`src/design/wrm_pkg.sv`:
```
// shared types, widths and controller/datapath command and status words
package wrm_pkg;

    localparam int SAMPLE_BITS = 24;
    localparam int MAX_WINDOW  = 65536;
    localparam int COUNT_BITS  = 17;
    localparam int SQ_BITS     = 2 * SAMPLE_BITS;
    localparam int SUM_BITS    = 63;
    localparam int RAD_BITS    = SUM_BITS + 1;
    localparam int ROOT_BITS   = RAD_BITS / 2;
    localparam int ROOT_REM_BITS = ROOT_BITS + 1;
    localparam int RMS_BITS    = 24;
    localparam int STEP_BITS   = 6;
    localparam int DIV_STEPS   = SUM_BITS;
    localparam int ROOT_STEPS  = ROOT_BITS;

    localparam logic [COUNT_BITS-1:0] WINDOW_RESET = COUNT_BITS'(1024);
    localparam logic [COUNT_BITS-1:0] WINDOW_MAX   = COUNT_BITS'(MAX_WINDOW);
    localparam logic [SUM_BITS-1:0]   SUM_MAX      = {SUM_BITS{1'b1}};

    typedef struct packed {
        logic signed [SAMPLE_BITS-1:0] sample;
        logic                          end_of_block;
    } in_word_t;

    typedef struct packed {
        logic [RMS_BITS-1:0]   rms_value;
        logic [COUNT_BITS-1:0] samples_in_window;
    } out_word_t;

    typedef struct packed {
        logic load_sample;
        logic square;
        logic accumulate;
        logic div_start;
        logic div_step;
        logic root_start;
        logic root_step;
        logic out_load;
    } cmd_t;

    typedef struct packed {
        logic close;
        logic div_last;
        logic root_last;
    } sts_t;

    typedef enum logic [6:0] {
        ST_IDLE   = 7'b0000001,
        ST_SQUARE = 7'b0000010,
        ST_ACCUM  = 7'b0000100,
        ST_DIVIDE = 7'b0001000,
        ST_RLOAD  = 7'b0010000,
        ST_ROOT   = 7'b0100000,
        ST_WRITE  = 7'b1000000
    } state_t;

endpackage

```
`src/design/wrm_ctrl.sv`:
```
// sequencing state machine: accept, square, accumulate, divide, root, write
module wrm_ctrl (
    input  logic          clk,
    input  logic          rst_n,
    input  logic          in_valid,
    output logic          in_ready,
    output logic          out_valid,
    input  logic          out_ready,
    input  wrm_pkg::sts_t sts,
    output wrm_pkg::cmd_t cmd
);
    import wrm_pkg::*;

    state_t state_reg, state_next;
    logic   out_valid_reg, out_valid_next;

    always_ff @(posedge clk or negedge rst_n)
    begin
        if (!rst_n)
        begin
            state_reg     <= ST_IDLE;
            out_valid_reg <= 1'b0;
        end
        else
        begin
            state_reg     <= state_next;
            out_valid_reg <= out_valid_next;
        end
    end

    always_comb
    begin
        state_next = state_reg;
        cmd        = '0;
        case (state_reg)
            ST_IDLE:
            begin
                if (in_valid)
                begin
                    cmd.load_sample = 1'b1;
                    state_next      = ST_SQUARE;
                end
            end
            ST_SQUARE:
            begin
                cmd.square = 1'b1;
                state_next = ST_ACCUM;
            end
            ST_ACCUM:
            begin
                cmd.accumulate = 1'b1;
                if (sts.close)
                begin
                    cmd.div_start = 1'b1;
                    state_next    = ST_DIVIDE;
                end
                else
                begin
                    state_next = ST_IDLE;
                end
            end
            ST_DIVIDE:
            begin
                cmd.div_step = 1'b1;
                if (sts.div_last)
                begin
                    state_next = ST_RLOAD;
                end
            end
            ST_RLOAD:
            begin
                cmd.root_start = 1'b1;
                state_next     = ST_ROOT;
            end
            ST_ROOT:
            begin
                cmd.root_step = 1'b1;
                if (sts.root_last)
                begin
                    state_next = ST_WRITE;
                end
            end
            ST_WRITE:
            begin
                if (!out_valid_reg || out_ready)
                begin
                    cmd.out_load = 1'b1;
                    state_next   = ST_IDLE;
                end
            end
            default:
            begin
                state_next = ST_IDLE;
            end
        endcase
    end

    always_comb
    begin
        out_valid_next = out_valid_reg;
        if (cmd.out_load)
        begin
            out_valid_next = 1'b1;
        end
        else if (out_ready)
        begin
            out_valid_next = 1'b0;
        end
    end

    assign in_ready  = (state_reg == ST_IDLE);
    assign out_valid = out_valid_reg;

endmodule

```
`src/design/wrm_datapath.sv`:
```
// squarer, accumulator, restoring divider, digit-by-digit root and output register
module wrm_datapath (
    input  logic                               clk,
    input  logic                               rst_n,
    input  wrm_pkg::in_word_t                  in_word,
    input  logic                               cfg_we,
    input  logic [wrm_pkg::COUNT_BITS-1:0]     cfg_data,
    input  wrm_pkg::cmd_t                      cmd,
    output wrm_pkg::sts_t                      sts,
    output wrm_pkg::out_word_t                 out_word
);
    import wrm_pkg::*;

    logic [COUNT_BITS-1:0]    window_reg;
    logic [SAMPLE_BITS-1:0]   mag_reg;
    logic                     last_reg;
    logic [SQ_BITS-1:0]       sq_reg;
    logic [SUM_BITS-1:0]      sum_reg, sum_next;
    logic [COUNT_BITS-1:0]    count_reg, count_next;
    logic [COUNT_BITS-1:0]    divisor_reg;
    logic [COUNT_BITS-1:0]    drem_reg, drem_next;
    logic [SUM_BITS-1:0]      quo_reg, quo_next;
    logic [STEP_BITS-1:0]     step_reg;
    logic [RAD_BITS-1:0]      rad_reg;
    logic [ROOT_REM_BITS-1:0] rrem_reg, rrem_next;
    logic [ROOT_BITS-1:0]     root_reg, root_next;
    out_word_t                out_reg;

    logic [SAMPLE_BITS-1:0]   mag_in;
    logic [SUM_BITS:0]        sum_add;
    logic [COUNT_BITS-1:0]    eff_window;
    logic [COUNT_BITS:0]      dshift;
    logic [COUNT_BITS:0]      ddiff;
    logic                     dge;
    logic [ROOT_REM_BITS+1:0] rshift;
    logic [ROOT_REM_BITS+1:0] rtrial;
    logic [ROOT_REM_BITS+1:0] rdiff;
    logic                     rge;
    logic [RMS_BITS-1:0]      rms_sat;

    // sign magnitude of the incoming word
    assign mag_in = in_word.sample[SAMPLE_BITS-1]
                  ? (~in_word.sample + SAMPLE_BITS'(1))
                  : in_word.sample;

    // saturating accumulate
    assign sum_add = {1'b0, sum_reg} + (SUM_BITS + 1)'(sq_reg);
    assign sum_next = sum_add[SUM_BITS] ? SUM_MAX : sum_add[SUM_BITS-1:0];
    assign count_next = count_reg + COUNT_BITS'(1);

    always_comb
    begin
        eff_window = window_reg;
        if (window_reg == '0)
        begin
            eff_window = COUNT_BITS'(1);
        end
        else if (window_reg > WINDOW_MAX)
        begin
            eff_window = WINDOW_MAX;
        end
    end

    // restoring divide step
    assign dshift    = {drem_reg, quo_reg[SUM_BITS-1]};
    assign ddiff     = dshift - {1'b0, divisor_reg};
    assign dge       = (dshift >= {1'b0, divisor_reg});
    assign drem_next = dge ? ddiff[COUNT_BITS-1:0] : dshift[COUNT_BITS-1:0];
    assign quo_next  = {quo_reg[SUM_BITS-2:0], dge};

    // square root step, two radicand bits per step
    assign rshift    = {rrem_reg, rad_reg[RAD_BITS-1:RAD_BITS-2]};
    assign rtrial    = {1'b0, root_reg, 2'b01};
    assign rdiff     = rshift - rtrial;
    assign rge       = (rshift >= rtrial);
    assign rrem_next = rge ? rdiff[ROOT_REM_BITS-1:0] : rshift[ROOT_REM_BITS-1:0];
    assign root_next = {root_reg[ROOT_BITS-2:0], rge};

    assign rms_sat = (root_reg[ROOT_BITS-1:RMS_BITS] != '0)
                   ? {RMS_BITS{1'b1}} : root_reg[RMS_BITS-1:0];

    always_ff @(posedge clk or negedge rst_n)
    begin
        if (!rst_n)
        begin
            window_reg <= WINDOW_RESET;
            sum_reg    <= '0;
            count_reg  <= '0;
            step_reg   <= '0;
        end
        else
        begin
            if (cfg_we)
            begin
                window_reg <= cfg_data;
            end
            if (cmd.accumulate)
            begin
                if (cmd.div_start)
                begin
                    sum_reg   <= '0;
                    count_reg <= '0;
                end
                else
                begin
                    sum_reg   <= sum_next;
                    count_reg <= count_next;
                end
            end
            if (cmd.div_start || cmd.root_start)
            begin
                step_reg <= '0;
            end
            else if (cmd.div_step || cmd.root_step)
            begin
                step_reg <= step_reg + STEP_BITS'(1);
            end
        end
    end

    always_ff @(posedge clk)
    begin
        if (cmd.load_sample)
        begin
            mag_reg  <= mag_in;
            last_reg <= in_word.end_of_block;
        end
        if (cmd.square)
        begin
            sq_reg <= mag_reg * mag_reg;
        end
        if (cmd.div_start)
        begin
            quo_reg     <= sum_next;
            divisor_reg <= count_next;
            drem_reg    <= '0;
        end
        else if (cmd.div_step)
        begin
            quo_reg  <= quo_next;
            drem_reg <= drem_next;
        end
        if (cmd.root_start)
        begin
            rad_reg  <= {1'b0, quo_reg};
            rrem_reg <= '0;
            root_reg <= '0;
        end
        else if (cmd.root_step)
        begin
            rad_reg  <= {rad_reg[RAD_BITS-3:0], 2'b00};
            rrem_reg <= rrem_next;
            root_reg <= root_next;
        end
        if (cmd.out_load)
        begin
            out_reg.rms_value         <= rms_sat;
            out_reg.samples_in_window <= divisor_reg;
        end
    end

    assign sts.close     = last_reg || (count_next >= eff_window);
    assign sts.div_last  = (step_reg == STEP_BITS'(DIV_STEPS - 1));
    assign sts.root_last = (step_reg == STEP_BITS'(ROOT_STEPS - 1));
    assign out_word      = out_reg;

endmodule

```
`src/design/windowed_rms_meter.sv`:
```
// windowed rms level meter top level: controller, datapath and checks
// a sample that does not close a window passes through the square and accumulate states before the next is accepted
// a closing sample adds 63 divide steps, a root load, 32 root steps and a write
// the result is registered in the write state, once the output is free
// throughput is set by the one-bit-per-cycle divider, the two-bit-per-cycle root and output stalls in the write state
// reset: window length 1024, sum and count cleared, no result pending
module windowed_rms_meter (
    input  logic                           clk,
    input  logic                           rst_n,
    input  logic                           in_valid,
    output logic                           in_ready,
    input  wrm_pkg::in_word_t              in_word,
    output logic                           out_valid,
    input  logic                           out_ready,
    output wrm_pkg::out_word_t             out_word,
    input  logic                           cfg_we,
    input  logic [wrm_pkg::COUNT_BITS-1:0] cfg_data
);
    import wrm_pkg::*;

    cmd_t cmd;
    sts_t sts;

    wrm_ctrl u_ctrl (
        .clk       (clk),
        .rst_n     (rst_n),
        .in_valid  (in_valid),
        .in_ready  (in_ready),
        .out_valid (out_valid),
        .out_ready (out_ready),
        .sts       (sts),
        .cmd       (cmd)
    );

    wrm_datapath u_datapath (
        .clk      (clk),
        .rst_n    (rst_n),
        .in_word  (in_word),
        .cfg_we   (cfg_we),
        .cfg_data (cfg_data),
        .cmd      (cmd),
        .sts      (sts),
        .out_word (out_word)
    );

    // a result never overwrites one that is still waiting
    assert property (@(posedge clk) disable iff (!rst_n)
        cmd.out_load |-> (!out_valid || out_ready))
        else $error("result overwritten while pending");

    // divider only starts on a closing window
    assert property (@(posedge clk) disable iff (!rst_n)
        cmd.div_start |-> sts.close)
        else $error("divide started without window close");

    // no new word taken while the divider runs
    assert property (@(posedge clk) disable iff (!rst_n)
        cmd.div_step |-> !in_ready)
        else $error("input ready during divide");

    // a delivered result always averages at least one sample
    assert property (@(posedge clk) disable iff (!rst_n)
        $rose(out_valid) |-> (out_word.samples_in_window != '0))
        else $error("empty window reported");

endmodule

```
`config.mk`:
```
export PLATFORM = sky130hd
export DESIGN_NAME = windowed_rms_meter
export DESIGN_NICKNAME = d
export VERILOG_FILES = /design/src/design/wrm_pkg.sv /design/src/design/wrm_ctrl.sv /design/src/design/wrm_datapath.sv /design/src/design/windowed_rms_meter.sv
export SDC_FILE = /design/constraint.sdc
export NUM_CORES = 2
export LEC_CHECK = 0
export ABC_AREA = 1
export BUFFER_PORTS_ARGS = -buffer_cell sky130_fd_sc_hd__buf_2
export CORE_MARGIN = 2
export CORE_UTILIZATION = 40
export CTS_CLUSTER_DIAMETER = 50
export DETAILED_ROUTE_END_ITERATION = 8
export SYNTH_ARGS = -nofsm -noshare
export SYNTH_HDL_FRONTEND = slang
export SYNTH_SLANG_ARGS = --single-unit
```
`constraint.sdc`:
```
create_clock -name clk -period 7.33 [get_ports clk]
set_input_delay 1.0995 -clock clk [delete_from_list [all_inputs] [get_ports clk]]
set_output_delay 1.0995 -clock clk [all_outputs]
set_load 0.005 [all_outputs]
```
== Word level (Yosys, flattened, before mapping) ==
Index checks and enable logic that the tools add are counted.

* Flip-flop bits (word level): 451
* Output and inout port bits: 43
* Word-level logic and storage cells: 88

* $add $sub $neg: 6
* Multiply operators: 1
* $lt $le $gt $ge: 4
* Equality and inequality tests: 13
* Muxes and demuxes: 32
* Bitwise operators: 1
* Reductions and logical operators: 12

{| class="wikitable"
|+ Operators with widths
! cell !! count
|-
| $mux W63 || 6
|-
| $mux W17 || 4
|-
| $add A63 B48 Y64 || 1
|-
| $pmux W7 S7 || 1
|-
| $mul A24 B24 Y48 || 1
|-
| $ge A35 B34 Y1 || 1
|-
| $mux W33 || 1
|-
| $sub A33 B33 Y33 || 1
|-
| $mux W7 || 4
|-
| $add A24 B2 Y24 const B || 1
|-
| $not A24 Y24 || 1
|-
| $mux W23 || 1
|-
| $ge A18 B17 Y1 || 1
|-
| $add A17 B1 Y17 const B || 1
|-
| $ge A17 B17 Y1 || 1
|-
| $gt A17 B17 Y1 const B || 1
|-
| $logic_not A17 Y1 || 1
|-
| $sub A17 B17 Y17 || 1
|-
| $mux W6 || 2
|-
| $mux W1 || 11
|-
| $reduce_bool A2 Y1 || 4
|-
| $reduce_bool A8 Y1 || 1
|-
| $eq A7 B1 Y1 const B || 1
|-
| $eq A7 B2 Y1 const B || 1
|-
| other kinds (15) || 20
|}

== Logic depth before layout (Yosys ltp) ==
* Depth after elaboration: 9
* Depth in mapped cells: 29
* Gate-level depth less buffers: 28

== By module ==
A second synthesis with hierarchy kept.

* Cell total of the unflattened synthesis: 5770
* Area, all modules: 44089.8 sq um

{| class="wikitable"
|+ By module, submodules not included
! module !! instances !! cells each !! area an instance (sq um) !! sequential area each (sq um)
|-
| wrm_datapath || 1 || 5697 || 43569.3 || 11927.7
|-
| wrm_ctrl || 1 || 73 || 520.5 || 201.4
|}

== Least setup slack after synthesis ==
No wires, ideal clock.

* Path kind: reg2reg
* Start: reg u_datapath.mag_reg[21]
* End: reg u_datapath.sq_reg[39], data pin
* Setup time: 0.252 ns
* Arrival: 6.029 ns
* Path slack: 1.048 ns
* Cell stages (with the launch flop): 26
* Cell sequence: edfxtp_1 clkbuf_1 clkbuf_1 nand2_1 fa_1 inv_1 fa_1 inv_1 fa_1 fa_1 inv_1 fa_1 fa_1 inv_1 fa_1 inv_1 ha_1 nand2_1 nor2_1 inv_1 nor4_1 nand2_1 nand4_1 nand2_1 nand3_1 nand2_1

* Cells in the longest elaborated chain, start to end: 1

{| class="wikitable"
|+ Ends and longest elaborated chain
! what !! line !! text
|-
| start: declaration || wrm_datapath.sv:15 || <nowiki>logic [SAMPLE_BITS-1:0] mag_reg;</nowiki>
|-
| start signal: assignment || wrm_datapath.sv:125 || <nowiki>mag_reg <= mag_in;</nowiki>
|-
| $mul A24 B24 Y48 || wrm_datapath.sv:130 || <nowiki>sq_reg <= mag_reg * mag_reg;</nowiki>
|-
| end signal: assignment || wrm_datapath.sv:130 ||
|-
| end: declaration || wrm_datapath.sv:17 || <nowiki>logic [SQ_BITS-1:0] sq_reg;</nowiki>
|}

No other way between the ends.
A chain may end at the register's enable or synchronous reset.

== Worst setup path after layout ==
* Start: reg u_datapath.mag_reg[8]
* End: reg u_datapath.sq_reg[36], data pin

Same word-level chain as after synthesis.

==> summary.md <==
| Metric | Value |
|---|---|
| NumNets Final | `6530` |
| Vias in the first global route | `36300` |
| Worst slew pin tran | `1.03 ns` |
| Row cnt | `121` |
| Global Route Usage Sum | `20.7%` |
| First-pass GRT wire length | `187 mm` |
| Core region area | `0.109 sq mm` |
| Data required, critical path | `7.73 ns` |
| Num CTS Buffers | `68` |
| Register area share after synthesis | `27.7%` |
| Proportion of layout cells with a drive suffix above 1 | `6.00%` |
| Initial antenna violation count | `1` |
| Filler instances | `11000` |
| Post-synthesis cell count | `5678` |
| Crit path capture type | `flop` |
| Final Critical Period | `7.03 ns` |
| Multiplexer share of the synthesized area | `0.309%` |
| Final Max Slew Viols | `0` |
| Synth Area in XOR/XNOR | `2.94%` |
| Crit Path Max Fanout | `15` |
| Post-DR wirelength/cell | `15.7 microns` |
| Unrepaired setup endpoints after global routing | `false` |
| CTS Hold Bufs | `0` |
| Yosys warning count | `0` |
| Layout Area Growth over Synthesis | `10.1%` |
| Final setup TNS | `0 ns` |
| Die Ht | `335 microns` |
| # diodes | `0` |
| Status | `completed` |
| CTS tree | `built` |
| Mapped Area | `0.0438 sq mm` |
| Die W | `335 microns` |
| WHS | `0.453 ns` |
| Max FFs per register | `64` |
| Worst Clk Skew | `0.0267 ns` |
| I/O Buffers | `89` |
| Register area | `0.0121 sq mm` |
| Largest net degree at the start of global routing | `87` |
| Synth Area in Compound Gates | `5.49%` |
| Drt pass-1 iters | `5` |
| Mean area per synthesized cell | `7.71 sq um` |
| Slew HR | `31.1%` |
| Synthesized-area fraction occupied by adder cells | `28.2%` |
| Drt via density | `4.82` |
| # Max-Cap Violations | `0` |
| DRC viols | `0` |
| Highest Clock Rate | `0.142 GHz` |
| Die area | `0.112 sq mm` |
| I/O pin count | `90` |
| Most used DFF post-synth | `edfxtp_1` |
| Worst-Skew Late Latency | `0.65 ns` |
| Seq cells post-synth | `450` |
| CTS sink count | `450` |
| Post-synth ARST share | `24.7%` |
| Net Count, Synth | `6452` |
| Largest family of logic cells by synthesized area | `adder cells` |
| Initial core utilization | `40.3%` |
| Simple-gate portion of the synthesized area | `23.0%` |
| Final core occ | `44.4%` |
| Hpwl dp | `91.4 mm` |
| Critical path arrival | `7.43 ns` |
| Root buf cell | `clkbuf_16` |
| Worst hold path type | `reg2reg` |
| Final WL | `113 mm` |
| Final Cycle Share | `95.9%` |
| Initial DRC Count | `2266` |
| Grt total ovfl | `0` |
| Antenna-violating nets left | `0` |
| H-tree levels | `3` |
| Fin worst setup slack | `0.298 ns` |
| Detailed-route via count | `34900` |
| Post-synth EDFFs | `256` |
| GPL Wtd Cong | `0.992` |
| Synth unique cells | `55` |
| CP startpoint kind | `flop` |
| Multi-input logic area | `0.0263 sq mm` |
| Pre-CTS worst setup slack | `0.291 ns` |
| WS Path Type | `reg2reg` |
| Clk slew on worst S/H paths | `0.05 ns` |
| Endpoints failing hold | `0` |
| Setup Viol. Count Final | `0` |
| Worst-case clock buffer depth | `3` |
## cells in the final DEF (no fill, tap or decap), types with 7 or more instances in the layout
cell type / netlist / routed
nand2_1: 1779 / 1777
inv_1: 1252 / 1252
fa_1: 433 / 433
nor2_1: 320 / 315
ha_1: 294 / 294
edfxtp_1: 256 / 256
nand3_1: 216 / 216
a21oi_1: 140 / 140
o21ai_0: 130 / 130
dfrtp_1: 109 / 109
xor2_1: 101 / 101
buf_2: 12 / 88
dfxtp_1: 83 / 83
clkbuf_16: 0 / 68
o21ai_1: 66 / 66
xnor2_1: 46 / 46
buf_4: 3 / 46
o22ai_1: 39 / 39
nor3_1: 35 / 35
nand4_1: 35 / 35
inv_2: 36 / 35
nand3b_1: 23 / 23
clkbuf_1: 106 / 18
nor4_1: 16 / 15
o21bai_1: 15 / 15
a21o_1: 13 / 13
mux2_2: 12 / 12
nor2_2: 10 / 10
nand3_2: 10 / 10
a31oi_1: 9 / 9
nand2_2: 8 / 9
and2_1: 9 / 9
nor2_4: 2 / 7
clkinv_1: 4 / 7
inv_6: 0 / 7
clkinv_4: 0 / 7
## through the flow
step,std cells,instance area [sq um]
4_1_cts,7225,48200
3_3_place_gp,7099,45900
6_report,7226,48200
5_1_grt,7226,48200
3_5_place_dp,7099,45900
2_1_floorplan,5678,43800
## cell families (layout without fill, tap and decap cells)
family          count (synthesis)  after routing
simple gates                 2483           2483
fa+ha+maj                     727            727
compound gates                437            437
xor+xnor                      147            147
flops                         450            450
buf+inv                      1422           1556
mux                            12             12
## critical path, cell delays in order, from the launching register on
cell	delay, ns
edfxtp_1	0.86
inv_1	0.15
fa_1	0.57
inv_1	0.05
fa_1	0.51
inv_1	0.06
fa_1	0.55
inv_1	0.06
fa_1	0.50
inv_1	0.05
fa_1	0.47
inv_1	0.06
fa_1	0.54
inv_1	0.06
fa_1	0.52
inv_1	0.05
ha_1	0.34
nand2_1	0.11
nor2_1	0.22
inv_1	0.10
o21ai_0	0.42
a21oi_1	0.12
nand2_1	0.17
nand3_1	0.11
nand3_1	0.09
nand2_1	0.05
## cell type report
cell class	count	area share (%)
sequential	450	25.2
clock inverter	39	1.08
tap	1414	3.67
multi-input combinational	3806	54.5
clock buffer	87	3.70
timing repair buffer	138	1.80
inverter	1292	10.1
## timing repair
item	CTS	global route
setup endpoints to repair	0	3
buffers inserted	0	1
resized for setup	0	0
## metal layers
layer | wire length (microns) | global-route usage [%]
met1 | 51400 | 27.0
met5 | 0 | 0
met4 | 3480 | 6.44
met2 | 53600 | 35.8
met3 | 4610 | 2.59
## synthesized netlist by cell type, types with 101 or more instances
cell type / instances / area, sq um
nand2_1: 1779 / 6680
a21oi_1: 140 / 701
nor2_1: 320 / 1200
xor2_1: 101 / 885
edfxtp_1: 256 / 7690
inv_1: 1252 / 4700
o21ai_0: 130 / 651
nand3_1: 216 / 1080
fa_1: 433 / 8670
ha_1: 294 / 3680
clkbuf_1: 106 / 398
dfrtp_1: 109 / 2730
## final timing paths
kind	startpoint	to	slack, ns	depth (start not counted)
min	u_datapath.rad_reg[61]$_DFFE_PP_	u_datapath.rad_reg[63]$_SDFFE_PP0P_	0.45	2
min reg2reg	u_datapath.rad_reg[61]$_DFFE_PP_	u_datapath.rad_reg[63]$_SDFFE_PP0P_	0.45	2
min in group asynchronous	rst_n	u_datapath.window_reg[14]$_DFFE_PN0P_	0.49	1
max	u_datapath.mag_reg[8]$_DFFE_PP_	u_datapath.sq_reg[36]$_DFFE_PP_	0.30	25
max in group asynchronous	rst_n	u_datapath.sum_reg[39]$_DFFE_PN0P_	5.43	2
max reg2reg	u_datapath.mag_reg[8]$_DFFE_PP_	u_datapath.sq_reg[36]$_DFFE_PP_	0.30	25
Power is not shown: default switching activity piles up to over one toggle a cycle in this logic, so the estimate is an artifact.
